$ cat config.mk
export PLATFORM = sky130hd
export DESIGN_NAME = partial_reliability_receiver_core
export DESIGN_NICKNAME = d
export VERILOG_FILES = /design/src/hdl/prr_pkg.sv /design/src/hdl/prr_window.sv /design/src/hdl/prr_ctrl.sv /design/src/hdl/partial_reliability_receiver_core.sv
export SDC_FILE = /design/constraint.sdc
export NUM_CORES = 1
export LEC_CHECK = 0
export BUFFER_PORTS_ARGS = -buffer_cell sky130_fd_sc_hd__buf_2
export CAP_MARGIN = 25
export CORE_MARGIN = 2
export CORE_UTILIZATION = 41
export CTS_CLUSTER_SIZE = 24
export DETAILED_ROUTE_END_ITERATION = 6
export PLACE_DENSITY = 0.7
export RECOVER_POWER = 50
export SYNTH_ARGS = -nofsm -noshare
export SYNTH_HDL_FRONTEND = slang
export SYNTH_SLANG_ARGS = --single-unit
export TNS_END_PERCENT = 1
$ cat constraint.sdc
create_clock -name clk -period 18.93 [get_ports clk]
set_input_delay 2.8395 -clock clk [delete_from_list [all_inputs] [get_ports clk]]
set_output_delay 2.8395 -clock clk [all_outputs]
set_load 0.02 [all_outputs]
$ cat src/hdl/prr_pkg.sv
// Types, codes and constants of the partial reliability receiver.
package prr_pkg;

  localparam int unsigned WINDOW_DEF = 128;

  // Connection states
  localparam logic [1:0] ST_IDLE      = 2'd0;
  localparam logic [1:0] ST_WAIT_SYN  = 2'd1;
  localparam logic [1:0] ST_WAIT_ACK  = 2'd2;
  localparam logic [1:0] ST_CONNECTED = 2'd3;

  // Operations
  localparam logic OP_LISTEN = 1'b0;
  localparam logic OP_PACKET = 1'b1;

  // Configuration register indexes
  localparam int unsigned CFG_IDX_W  = 2;
  localparam int unsigned CFG_DATA_W = 32;
  localparam logic [CFG_IDX_W-1:0] CFG_OWN_PORT        = 2'd0;
  localparam logic [CFG_IDX_W-1:0] CFG_SERVER_INIT_SEQ = 2'd1;
  localparam logic [CFG_IDX_W-1:0] CFG_HS_TIMEOUT      = 2'd2;

  localparam logic [15:0] OWN_PORT_RST        = 16'd0;
  localparam logic [31:0] SERVER_INIT_SEQ_RST = 32'd20;
  localparam logic [31:0] HS_TIMEOUT_RST      = 32'd10;

  localparam int unsigned SYN_MARK_BIT   = 7;
  localparam int unsigned PCT_W          = 7;
  localparam int unsigned LOSS_PCT_SCALE = 100;

  typedef struct packed {
    logic        operation;
    logic [15:0] peer_port;
    logic [31:0] pkt_seq_in;
    logic [31:0] pkt_ack_num_in;
    logic        pkt_ack_flag_in;
    logic [7:0]  pkt_syn_byte_in;
    logic [63:0] pkt_timestamp_in;
    logic [31:0] now_us;
  } prr_item_t;

  typedef struct packed {
    logic        send_packet;
    logic        reply_syn;
    logic        reply_ack;
    logic [31:0] reply_seq;
    logic [31:0] reply_ack_num;
    logic [63:0] reply_timestamp;
    logic [15:0] reply_src_port;
    logic [15:0] reply_dst_port;
    logic        deliver_payload;
    logic        loss_accepted;
    logic [1:0]  conn_status;
  } prr_result_t;

  typedef struct packed {
    logic [15:0] own_port;
    logic [31:0] server_init_seq;
    logic [31:0] hs_timeout_us;
  } prr_cfg_t;

  typedef struct packed {
    logic mark;
    logic received;
  } prr_win_cmd_t;

endpackage

$ cat src/hdl/prr_window.sv
// Receipt window: slot memory, window index and running lost count.
module prr_window import prr_pkg::*; #(
  parameter int unsigned WINDOW = WINDOW_DEF
) (
  input  logic               clk,
  input  logic               rst_n,
  input  prr_win_cmd_t       cmd,
  input  logic [PCT_W-1:0]   pct,
  output logic               loss_ok
);

  localparam int unsigned IDX_W = (WINDOW > 1) ? $clog2(WINDOW) : 1;
  localparam int unsigned LC_W  = $clog2(WINDOW + 1);
  localparam int unsigned CMP_W = LC_W + PCT_W;
  localparam logic [IDX_W-1:0] IDX_LAST = IDX_W'(WINDOW - 1);

  logic             mem [WINDOW];
  logic [IDX_W-1:0] idx_r, idx_nxt;
  logic [LC_W-1:0]  lost_r, lost_nxt;
  logic             wrapped_r;
  logic             slot_rd_r;
  logic             cur_slot;
  logic [CMP_W-1:0] lost_scaled;
  logic [CMP_W-1:0] pct_scaled;

  // Slots not yet written since reset read as received.
  assign cur_slot = !wrapped_r || slot_rd_r;

  assign lost_scaled = CMP_W'(lost_r) * CMP_W'(LOSS_PCT_SCALE);
  assign pct_scaled  = CMP_W'(pct) * CMP_W'(WINDOW);
  assign loss_ok     = (lost_scaled <= pct_scaled);

  always_comb begin
    idx_nxt  = idx_r;
    lost_nxt = lost_r;
    if (cmd.mark) begin
      idx_nxt = (idx_r == IDX_LAST) ? '0 : idx_r + 1'b1;
      if (cur_slot && !cmd.received) begin
        lost_nxt = lost_r + 1'b1;
      end else if (!cur_slot && cmd.received) begin
        lost_nxt = lost_r - 1'b1;
      end
    end
  end

  // Prefetch the slot at the next index; bypass when it is the one written now.
  always_ff @(posedge clk) begin
    if (cmd.mark) begin
      mem[idx_r] <= cmd.received;
    end
    if (cmd.mark && (idx_nxt == idx_r)) begin
      slot_rd_r <= cmd.received;
    end else begin
      slot_rd_r <= mem[idx_nxt];
    end
  end

  always_ff @(posedge clk) begin
    if (!rst_n) begin
      idx_r     <= '0;
      lost_r    <= '0;
      wrapped_r <= 1'b0;
    end else begin
      idx_r  <= idx_nxt;
      lost_r <= lost_nxt;
      if (cmd.mark && (idx_r == IDX_LAST)) begin
        wrapped_r <= 1'b1;
      end
    end
  end

endmodule

$ cat src/hdl/prr_ctrl.sv
// Connection state machine and reply builder.
module prr_ctrl import prr_pkg::*; (
  input  logic             clk,
  input  logic             rst_n,
  input  logic             fire,
  input  prr_item_t        item,
  input  prr_cfg_t         cfg,
  input  logic             loss_ok,
  output prr_win_cmd_t     win_cmd,
  output logic [PCT_W-1:0] pct,
  output prr_result_t      res
);

  logic [1:0]       state_r, state_nxt;
  logic             exp_bit_r, exp_bit_nxt;
  logic [PCT_W-1:0] pct_r, pct_nxt;
  logic [31:0]      client_seq_r, client_seq_nxt;
  logic [31:0]      hs_start_r, hs_start_nxt;
  logic [31:0]      client_seq_p1;
  logic [31:0]      server_seq_p1;
  logic [31:0]      elapsed;
  logic             ack_match;
  prr_win_cmd_t     cmd;

  assign client_seq_p1 = client_seq_r + 32'd1;
  assign server_seq_p1 = cfg.server_init_seq + 32'd1;
  assign elapsed       = item.now_us - hs_start_r;
  assign ack_match     = item.pkt_ack_flag_in && (item.pkt_seq_in == client_seq_p1) &&
                         (item.pkt_ack_num_in == server_seq_p1);
  assign pct           = pct_r;

  always_comb begin
    state_nxt      = state_r;
    exp_bit_nxt    = exp_bit_r;
    pct_nxt        = pct_r;
    client_seq_nxt = client_seq_r;
    hs_start_nxt   = hs_start_r;
    cmd            = '0;
    res            = '0;
    if (item.operation == OP_LISTEN) begin
      state_nxt = ST_WAIT_SYN;
    end else begin
      case (state_r)
        ST_CONNECTED: begin
          if (item.pkt_seq_in == {31'd0, exp_bit_r}) begin
            cmd.mark            = 1'b1;
            cmd.received        = 1'b1;
            exp_bit_nxt         = ~exp_bit_r;
            res.deliver_payload = 1'b1;
          end else if (loss_ok) begin
            cmd.mark          = 1'b1;
            cmd.received      = 1'b0;
            exp_bit_nxt       = ~exp_bit_r;
            res.loss_accepted = 1'b1;
          end
          res.send_packet     = 1'b1;
          res.reply_ack       = 1'b1;
          res.reply_ack_num   = {31'd0, exp_bit_nxt};
          res.reply_timestamp = item.pkt_timestamp_in;
          res.reply_src_port  = cfg.own_port;
          res.reply_dst_port  = item.peer_port;
        end
        ST_WAIT_SYN: begin
          if (item.pkt_syn_byte_in[SYN_MARK_BIT]) begin
            pct_nxt             = item.pkt_syn_byte_in[PCT_W-1:0];
            client_seq_nxt      = item.pkt_seq_in;
            hs_start_nxt        = item.now_us;
            state_nxt           = ST_WAIT_ACK;
            res.send_packet     = 1'b1;
            res.reply_syn       = 1'b1;
            res.reply_ack       = 1'b1;
            res.reply_seq       = cfg.server_init_seq;
            res.reply_ack_num   = item.pkt_seq_in + 32'd1;
            res.reply_timestamp = item.pkt_timestamp_in;
            res.reply_src_port  = cfg.own_port;
            res.reply_dst_port  = item.peer_port;
          end
        end
        ST_WAIT_ACK: begin
          if (ack_match) begin
            state_nxt = ST_CONNECTED;
          end else if (elapsed > cfg.hs_timeout_us) begin
            // Handshake abandoned: drop the loss budget and listen again
            hs_start_nxt = '0;
            pct_nxt      = '0;
            state_nxt    = ST_WAIT_SYN;
          end
        end
        default: begin
        end
      endcase
    end
    res.conn_status = state_nxt;
  end

  assign win_cmd.mark     = cmd.mark && fire;
  assign win_cmd.received = cmd.received;

  always_ff @(posedge clk) begin
    if (!rst_n) begin
      state_r      <= ST_IDLE;
      exp_bit_r    <= 1'b0;
      pct_r        <= '0;
      client_seq_r <= '0;
      hs_start_r   <= '0;
    end else if (fire) begin
      state_r      <= state_nxt;
      exp_bit_r    <= exp_bit_nxt;
      pct_r        <= pct_nxt;
      client_seq_r <= client_seq_nxt;
      hs_start_r   <= hs_start_nxt;
    end
  end

endmodule

$ cat src/hdl/partial_reliability_receiver_core.sv
// Top level of the partial reliability receiver: beat registers, config and core.
//
//   channel | direction | handshake             | payload
//   --------+-----------+-----------------------+-------------------------------
//   in_     | input     | in_valid / in_ready   | command or packet header, time
//   out_    | output    | out_valid / out_ready | reply header and status
//   cfg_    | input     | cfg_wr_en             | cfg_index, cfg_wdata
//
// One beat per cycle sustained while the output is not stalled; an accepted beat is
// held in the input register, which feeds the state machine and window logic, which
// land in the output register; the window slot at the next index is prefetched.
// Reset (rst_n low, synchronous) returns to idle with all window slots received.
// A stalled output holds its beat and the input register takes one more.
module partial_reliability_receiver_core import prr_pkg::*; #(
  parameter int unsigned WINDOW = WINDOW_DEF
) (
  input  logic                  clk,
  input  logic                  rst_n,
  input  logic                  in_valid,
  output logic                  in_ready,
  input  logic                  in_operation,
  input  logic [15:0]           in_peer_port,
  input  logic [31:0]           in_pkt_seq_in,
  input  logic [31:0]           in_pkt_ack_num_in,
  input  logic                  in_pkt_ack_flag_in,
  input  logic [7:0]            in_pkt_syn_byte_in,
  input  logic [63:0]           in_pkt_timestamp_in,
  input  logic [31:0]           in_now_us,
  output logic                  out_valid,
  input  logic                  out_ready,
  output logic                  out_send_packet,
  output logic                  out_reply_syn,
  output logic                  out_reply_ack,
  output logic [31:0]           out_reply_seq,
  output logic [31:0]           out_reply_ack_num,
  output logic [63:0]           out_reply_timestamp,
  output logic [15:0]           out_reply_src_port,
  output logic [15:0]           out_reply_dst_port,
  output logic                  out_deliver_payload,
  output logic                  out_loss_accepted,
  output logic [1:0]            out_conn_status,
  input  logic                  cfg_wr_en,
  input  logic [CFG_IDX_W-1:0]  cfg_index,
  input  logic [CFG_DATA_W-1:0] cfg_wdata
);

  prr_cfg_t         cfg_r;
  prr_item_t        item_r;
  logic             in_v_r;
  prr_result_t      res, res_r;
  logic             out_v_r;
  logic             adv;
  logic             loss_ok;
  logic [PCT_W-1:0] pct;
  prr_win_cmd_t     win_cmd;

  assign adv      = in_v_r && (!out_v_r || out_ready);
  assign in_ready = !in_v_r || adv;

  always_ff @(posedge clk) begin
    if (!rst_n) begin
      cfg_r.own_port        <= OWN_PORT_RST;
      cfg_r.server_init_seq <= SERVER_INIT_SEQ_RST;
      cfg_r.hs_timeout_us   <= HS_TIMEOUT_RST;
    end else if (cfg_wr_en) begin
      case (cfg_index)
        CFG_OWN_PORT:        cfg_r.own_port        <= cfg_wdata[15:0];
        CFG_SERVER_INIT_SEQ: cfg_r.server_init_seq <= cfg_wdata[31:0];
        CFG_HS_TIMEOUT:      cfg_r.hs_timeout_us   <= cfg_wdata[31:0];
        default: begin
        end
      endcase
    end
  end

  always_ff @(posedge clk) begin
    if (!rst_n) begin
      in_v_r  <= 1'b0;
      out_v_r <= 1'b0;
    end else begin
      if (in_ready) begin
        in_v_r <= in_valid;
      end
      if (adv) begin
        out_v_r <= 1'b1;
      end else if (out_ready) begin
        out_v_r <= 1'b0;
      end
    end
  end

  always_ff @(posedge clk) begin
    if (in_valid && in_ready) begin
      item_r.operation        <= in_operation;
      item_r.peer_port        <= in_peer_port;
      item_r.pkt_seq_in       <= in_pkt_seq_in;
      item_r.pkt_ack_num_in   <= in_pkt_ack_num_in;
      item_r.pkt_ack_flag_in  <= in_pkt_ack_flag_in;
      item_r.pkt_syn_byte_in  <= in_pkt_syn_byte_in;
      item_r.pkt_timestamp_in <= in_pkt_timestamp_in;
      item_r.now_us           <= in_now_us;
    end
    if (adv) begin
      res_r <= res;
    end
  end

  prr_ctrl u_ctrl (
    .clk     (clk),
    .rst_n   (rst_n),
    .fire    (adv),
    .item    (item_r),
    .cfg     (cfg_r),
    .loss_ok (loss_ok),
    .win_cmd (win_cmd),
    .pct     (pct),
    .res     (res)
  );

  prr_window #(
    .WINDOW (WINDOW)
  ) u_window (
    .clk     (clk),
    .rst_n   (rst_n),
    .cmd     (win_cmd),
    .pct     (pct),
    .loss_ok (loss_ok)
  );

  assign out_valid           = out_v_r;
  assign out_send_packet     = res_r.send_packet;
  assign out_reply_syn       = res_r.reply_syn;
  assign out_reply_ack       = res_r.reply_ack;
  assign out_reply_seq       = res_r.reply_seq;
  assign out_reply_ack_num   = res_r.reply_ack_num;
  assign out_reply_timestamp = res_r.reply_timestamp;
  assign out_reply_src_port  = res_r.reply_src_port;
  assign out_reply_dst_port  = res_r.reply_dst_port;
  assign out_deliver_payload = res_r.deliver_payload;
  assign out_loss_accepted   = res_r.loss_accepted;
  assign out_conn_status     = res_r.conn_status;

endmodule

# After elaboration in Yosys (flattened, before gate mapping)
# Memories as Yosys holds them, arrays and structs flattened. A register that Yosys moved wholly into a read port is not among the register bits.
# Cells that the tools add are included.
# word_totals
register_bits,525
mem_bits_rw,128
out_inout_bits,169
word_cells,122
mem_count,1
# op_classes
add_sub_neg,7
mul,1
n_lt_le_gt_ge,2
eq_ne,12
mux,33
bitwise,3
n_reduce_logical,31
# mem_list
memory,words,width,rd,rd_ports_with_merged_regs,write_ports,line_no,source
u_window.mem,128,1,1,1,1,prr_window.sv:17,logic mem [WINDOW];
# ops
op,n
case mux 128 bit (2 select lines),1
2-to-1 mux 163 bit,1
"adder 32 x 1 -> 32 bit, second input constant",3
2-to-1 mux 32 bit,3
== test 32 bit,2
case mux 32 bit (2 select lines),1
2-to-1 mux 7 bit,5
== test 32 x 1 -> 1 bit,1
> comparator 32 bit,1
subtractor 32 bit,1
2-to-1 mux 2 bit,8
2-to-1 mux 8 bit,2
<= comparator 15 x 14 -> 1 bit,1
case mux 7 bit (2 select lines),1
"multiplier 8 x 5 -> 13 bit, second input constant",1
AND reduction 2 bit,6
"adder 8 x 1 -> 8 bit, second input constant",1
logical AND 1 bit,8
2-to-1 mux 1 bit,8
"subtractor 8 x 1 -> 8 bit, second input constant",1
"adder 7 x 1 -> 7 bit, second input constant",1
"== test 7 bit, second input constant",1
"== test 2 bit, second input constant",3
AND reduction 3 bit,2
other kinds (13),26

# Longest topological paths before layout
# depth
depth_word,10
depth_mapped,29
mapped_depth_nobuf,27

# Cells and area by module
# Synthesis repeated with hierarchy kept, for this count alone.
# unflattened
cells_unflattened,2700
area_unflattened_um2,30920.9
# by_module_without_submodules
module,instances,cells_per_inst,area_each_um2,seq_area_each_um2
partial_reliability_receiver_core,1,665,13690.6,12241.7
prr_ctrl,1,1316,9495.4,1481.4
prr_window,1,719,7734.9,4184.0

# Worst setup path after synthesis
# OpenSTA, ideal clock, no wires.
# synth_timing
path_kind,in2reg
start,input out_ready
end,register u_window.slot_rd_r (read register of u_window.mem)
setup_time_ps,134
t_arrival_ps,9163
t_required_ps,18796
path_slack_ps,9633
cell_stages,15
path_cell_list,nor2b_1 > nand2b_1 > inv_1 > nand3_1 > nand2_1 > o21ai_1 > a311o_1 > buf_2 > buf_2 > buf_4 > mux2i_1 > nor2_1 > o41ai_1 > nor4_1 > or4_1
# synth_via
elab_chain_len,4
# synth_lines
element,line_no,source
"start, declared",partial_reliability_receiver_core.sv:30,"input logic out_ready,"
logical OR 1 bit,partial_reliability_receiver_core.sv:57,assign adv = in_v_r && (!out_v_r || out_ready);
logical AND 1 bit,partial_reliability_receiver_core.sv:57,
named net adv,partial_reliability_receiver_core.sv:52,logic adv;
logical AND 1 bit,prr_ctrl.sv:96,assign win_cmd.mark = cmd.mark && fire;
2-to-1 mux 7 bit,prr_window.sv:36,if (cmd.mark) begin
"end, declared",prr_window.sv:21,logic slot_rd_r;
# The timed path passes the listed nets, and every way through them passes these cells.
# A chain may end at the register's enable or synchronous reset.

# Final worst setup path
# Same ends and word-level chain as after synthesis.

==> Flow_metrics.wiki <==
{| class="wikitable"
! Metric !! Value
|-
| Top cells by area in the synthesized netlist || sky130_fd_sc_hd__edfxtp_1, sky130_fd_sc_hd__dfxtp_1, sky130_fd_sc_hd__ha_1
|-
| Leading post-synthesis cells by instance count || sky130_fd_sc_hd__edfxtp_1, sky130_fd_sc_hd__nand2_1, sky130_fd_sc_hd__nor2_1
|-
| Data arrival at the endpoint of the critical path || around 9.1 ns
|-
| Total power per unit cell area || about 91 mW/mm2
|-
| Detail-routed via count per cell || between 5 and 6
|-
| Internal Power || roughly 2.5 mW
|-
| Number of antenna violations at the first check in global routing || 22
|-
| Reg-to-reg slack, setup || around 12 ns
|-
| Sum of routed wire length over all layers || ~78 mm
|-
| Flop and latch count out of synthesis || approximately 650
|-
| Gate power share || 0.057
|-
| Final worst-path cycle share || 0.451
|-
| Clk pwr share || 0.451
|-
| Kind of end point of the critical path || flop
|-
| Main combinational cell family by area after synthesis || simple AND/OR/NAND/NOR gates
|-
| Synthesized area per cell || 11.4 um2
|-
| Number of detailed-routing iterations run before antenna repair || 5
|-
| Terminus of the critical flop-to-flop path || u_window.slot_rd_r
|-
| Area grow syn2layout || 17.8%
|-
| Post-detail-place hpwl || about 54 mm
|-
| Leading area contributor after synthesis || sky130_fd_sc_hd__edfxtp_1
|-
| Largest vdd supply drop || 77.1 uV
|-
| Die Footprint || roughly 0.076 mm2
|-
| Required arrival time at the worst endpoint || slightly below 20 ns
|-
| Xor/xnor share of the synthesized area || 0.0487
|-
| Effective utilization at floorplan || 0.414
|-
| I/O pins || between 300 and 400
|-
| Master cell of the clock root buffer || sky130_fd_sc_hd__clkbuf_16
|-
| Number of max-cap violations || 7
|-
| Port buffer count || 393
|-
| Yosys warning count || 0
|-
| Layout net count || between 3000 and 4000
|-
| Vias in the first global route || 19600
|-
| Final Hold Vio Count || 0
|-
| Total vias in the final route || approximately 21000
|-
| Clock tree from TritonCTS || built
|-
| Worst slew margin relative to its limit || -1.95
|-
| Fraction of layout instances using a drive strength above 1 || 0.171
|-
| Global router's overall resource usage || 0.202
|-
| Multiplexer share of the synthesized area || 0.0275
|-
| Routability congestion estimate from global placement || around 0.88
|-
| Slew at the pin with the worst max-slew slack || 4.42 ns
|-
| Net switching power of the design || 0.745 mW
|-
| GRT overflow || 0
|-
| Setup Buffers After CTS || 0
|-
| Number of rows created at floorplan || between 90 and 100
|-
| Run status || complete, but fails checks
|-
| ANT nets after route || 0
|-
| Area fraction of the dominant cell type after synthesis || 0.477
|-
| Worst R2R Path Depth || 22
|-
| Chip Height || roughly 280 um
|-
| Sequential cell fraction of total power || 0.492
|-
| Sinks on the clock net || around 650
|-
| Worst setup path category || input pin to flop
|-
| Post-detailed-route DRC marker count || 0
|-
| Post-cts gate resize count || 0
|-
| Startpoint of the worst-slack reg-to-reg timing path || u_window.lost_r[3]
|-
| Peak clock frequency supported by timing || ~0.12 GHz
|-
| CP max FO || 52
|-
| Simple logic cell fraction of the synthesized area || 0.155
|-
| First-pass GRT wire length || ~120 mm
|-
| Switching share of power || 0.229
|-
| Die Span X || 275 um
|-
| 1st-iter DRT viols || 2041
|-
| Final min period || 8.54 ns
|-
| Reported leakage power || about 14 nW
|-
| Source-to-sink clock delay at the later pin of the worst-skew pair || approximately 0.63 ns
|-
| Number of enable-type register cells in the synthesized netlist || 480
|-
| Maximum buffer depth of the clock tree || 3
|-
| Clock transition at the registers of the reported paths || ~0.060 ns
|-
| Unrepaired setup endpoints after global routing || false
|-
| End point of the critical path || u_window.slot_rd_r
|-
| Classification of the worst-slack hold path || flop to flop
|-
| Num CTS Buffers || 71
|-
| Failing checks || capacitance limit, slew limit
|-
| Total count of max-transition violations in the final report || between 400 and 500
|-
| Core region area || 0.0730 mm2
|-
| Max Clock Skew || ~0.040 ns
|-
| Count leader, synth || sky130_fd_sc_hd__edfxtp_1
|-
| Finished Core Util || 0.488
|-
| Cell variety after synth || 80
|-
| Post-synthesis sequential area ratio || 0.592
|-
| Most frequently used flop master after synthesis || sky130_fd_sc_hd__edfxtp_1
|-
| Area share of fa/ha/maj cells after synthesis || 0.0505
|-
| Synth Area in Compound Gates || 0.0963
|-
| Setup violations, final || 0
|-
| Launching element type of the critical path || input pin
|-
| Wire per inst || 19.2 um
|-
| Launching element of the worst setup path || out_ready
|-
| Post-synthesis cell count || around 2700
|-
| Fraction of synthesis flops using an asynchronous set or reset pin || 0
|-
| Post-route setup TNS || 0 ns
|-
| Number of buffers inserted by hold repair at cts || 0
|-
| Net Count, Synth || around 3000
|-
| Total number of H-tree levels || 3
|-
| Post-Syn Area || ~0.030 mm2
|-
| Maximum number of pins on one net before global-route repair || around 140
|}
-- critical path, cell delays in order --
cell and delay (ns):
sky130_fd_sc_hd__buf_2 0.10, sky130_fd_sc_hd__nor2b_1 0.19, sky130_fd_sc_hd__nand2b_1 0.39, sky130_fd_sc_hd__clkinvlp_2 2.00, sky130_fd_sc_hd__nand3_1 1.03, sky130_fd_sc_hd__nand2_1 0.10, sky130_fd_sc_hd__o21ai_1 0.12, sky130_fd_sc_hd__a311o_2 0.13
sky130_fd_sc_hd__buf_4 0.56, sky130_fd_sc_hd__mux2_2 0.41, sky130_fd_sc_hd__nand2_1 0.06, sky130_fd_sc_hd__o21ai_0 0.09, sky130_fd_sc_hd__o22ai_1 0.28, sky130_fd_sc_hd__nor4_1 0.11, sky130_fd_sc_hd__or4_1 0.53
-- power groups by stage --
stage | clock network, mW | logic (mW) | registers [mW]
4_1_cts | 1.49 | 0.186 | 1.60
3_3_place_gp | 0 | 0.182 | 1.63
2_1_floorplan | 0 | 0.107 | 1.63
5_1_grt | 1.55 | 0.206 | 1.60
3_5_place_dp | 0 | 0.184 | 1.63
6_report | 1.46 | 0.187 | 1.60
-- layer usage --
metal | wire (um) | GRT usage | vias to the layer above
met5 | 17 | 0 | -
met4 | 2640 | 0.0848 | 4
met3 | 5130 | 0.0325 | 141
met2 | 35100 | 0.304 | 724
met1 | 34600 | 0.289 | 10100
li1 | - | - | 10100
-- sequential cells by signal (all words and copies together), names as in the netlist, 8 cells and up --
signal	cells
cfg_r	80
item_r	186
out_reply_ack_num	32
out_reply_dst_port	16
out_reply_seq	32
out_reply_src_port	16
out_reply_timestamp	64
u_ctrl.client_seq_r	32
u_ctrl.hs_start_r	32
u_window.lost_r	8
u_window.mem	128
-- layout by cell type, fill, tap and decap left out, types with 9 or more instances in the layout --
| master | Yosys | layout |
|---|---|---|
| sky130_fd_sc_hd__mux2_2 | 12 | 12 |
| sky130_fd_sc_hd__and2_1 | 142 | 73 |
| sky130_fd_sc_hd__ha_1 | 114 | 114 |
| sky130_fd_sc_hd__a21oi_1 | 68 | 67 |
| sky130_fd_sc_hd__and2_0 | 0 | 69 |
| sky130_fd_sc_hd__o211ai_1 | 14 | 14 |
| sky130_fd_sc_hd__or3_1 | 13 | 13 |
| sky130_fd_sc_hd__dfxtp_1 | 173 | 173 |
| sky130_fd_sc_hd__buf_4 | 4 | 15 |
| sky130_fd_sc_hd__a21boi_0 | 113 | 113 |
| sky130_fd_sc_hd__o21ai_0 | 54 | 54 |
| sky130_fd_sc_hd__nor2_1 | 242 | 240 |
| sky130_fd_sc_hd__and4_1 | 9 | 9 |
| sky130_fd_sc_hd__clkbuf_1 | 103 | 50 |
| sky130_fd_sc_hd__nor3_1 | 33 | 33 |
| sky130_fd_sc_hd__o31ai_1 | 12 | 12 |
| sky130_fd_sc_hd__inv_1 | 110 | 109 |
| sky130_fd_sc_hd__clkbuf_16 | 0 | 74 |
| sky130_fd_sc_hd__nand2_1 | 347 | 347 |
| sky130_fd_sc_hd__nor2b_1 | 24 | 24 |
| sky130_fd_sc_hd__nand3_1 | 53 | 52 |
| sky130_fd_sc_hd__buf_2 | 13 | 360 |
| sky130_fd_sc_hd__nand2b_1 | 14 | 14 |
| sky130_fd_sc_hd__edfxtp_1 | 480 | 480 |
| sky130_fd_sc_hd__xor2_1 | 55 | 55 |
| sky130_fd_sc_hd__a22o_1 | 39 | 39 |
| sky130_fd_sc_hd__xnor2_1 | 113 | 113 |
| sky130_fd_sc_hd__a21o_1 | 28 | 28 |
| sky130_fd_sc_hd__nand4_1 | 36 | 36 |
| sky130_fd_sc_hd__clkinv_1 | 0 | 11 |
| sky130_fd_sc_hd__nor4_1 | 15 | 15 |
| sky130_fd_sc_hd__o21a_1 | 11 | 11 |
| sky130_fd_sc_hd__mux2i_1 | 59 | 59 |
| sky130_fd_sc_hd__diode_2 | 0 | 14 |
| sky130_fd_sc_hd__a31oi_1 | 11 | 11 |
| sky130_fd_sc_hd__and3_1 | 24 | 24 |
| sky130_fd_sc_hd__clkinv_2 | 0 | 10 |
-- worst min path at each step --
stage	from	endpoint	slack [ns]	cells after the start
after floorplan	item_r[96]	u_ctrl.pct[0]	0.44	1
after global placement	item_r[102]	u_ctrl.pct[6]	0.44	1
after detailed placement	item_r[102]	u_ctrl.pct[6]	0.44	1
after CTS	item_r[96]	u_ctrl.pct[0]	0.45	1
after global routing	item_r[96]	u_ctrl.pct[0]	0.47	1
final	item_r[96]	u_ctrl.pct[0]	0.45	1
-- metrics by stage --
stage	area, um2	power (mW)	cells	setup WS, ns	hold WS [ns]
floorplan	30200	1.74	2652	9.63	0.436
global placement	33100	1.81	3897	11.70	0.439
detailed placement	33100	1.81	3899	11.54	0.442
CTS	35600	3.27	4031	11.55	0.451
global route	35600	3.36	4048	9.84	0.471
finish	35600	3.25	4048	10.39	0.452
-- logic make-up (layout without fill, tap and decap cells) --
kind of cell / after synthesis / after routing
and+or+nand+nor: 985 / 985
DFF: 653 / 653
AOI/OAI and AO/OA: 415 / 415
buffers and inverters: 236 / 659
xor gates and xnor gates: 168 / 168
adders and majority gates: 119 / 119
muxes: 76 / 76
other: 0 / 14
-- layout make-up --
type,instances,area [um2]
fillers,6546,37400
flip-flops and latches,653,17900
multi-input cells,1763,11400
repair buffers,417,2120
clock buffers,89,1950
well taps,959,1200
clock inverters,43,566
inverters,110,414
diodes,14,35.0
(Power assumes the default switching activity.)
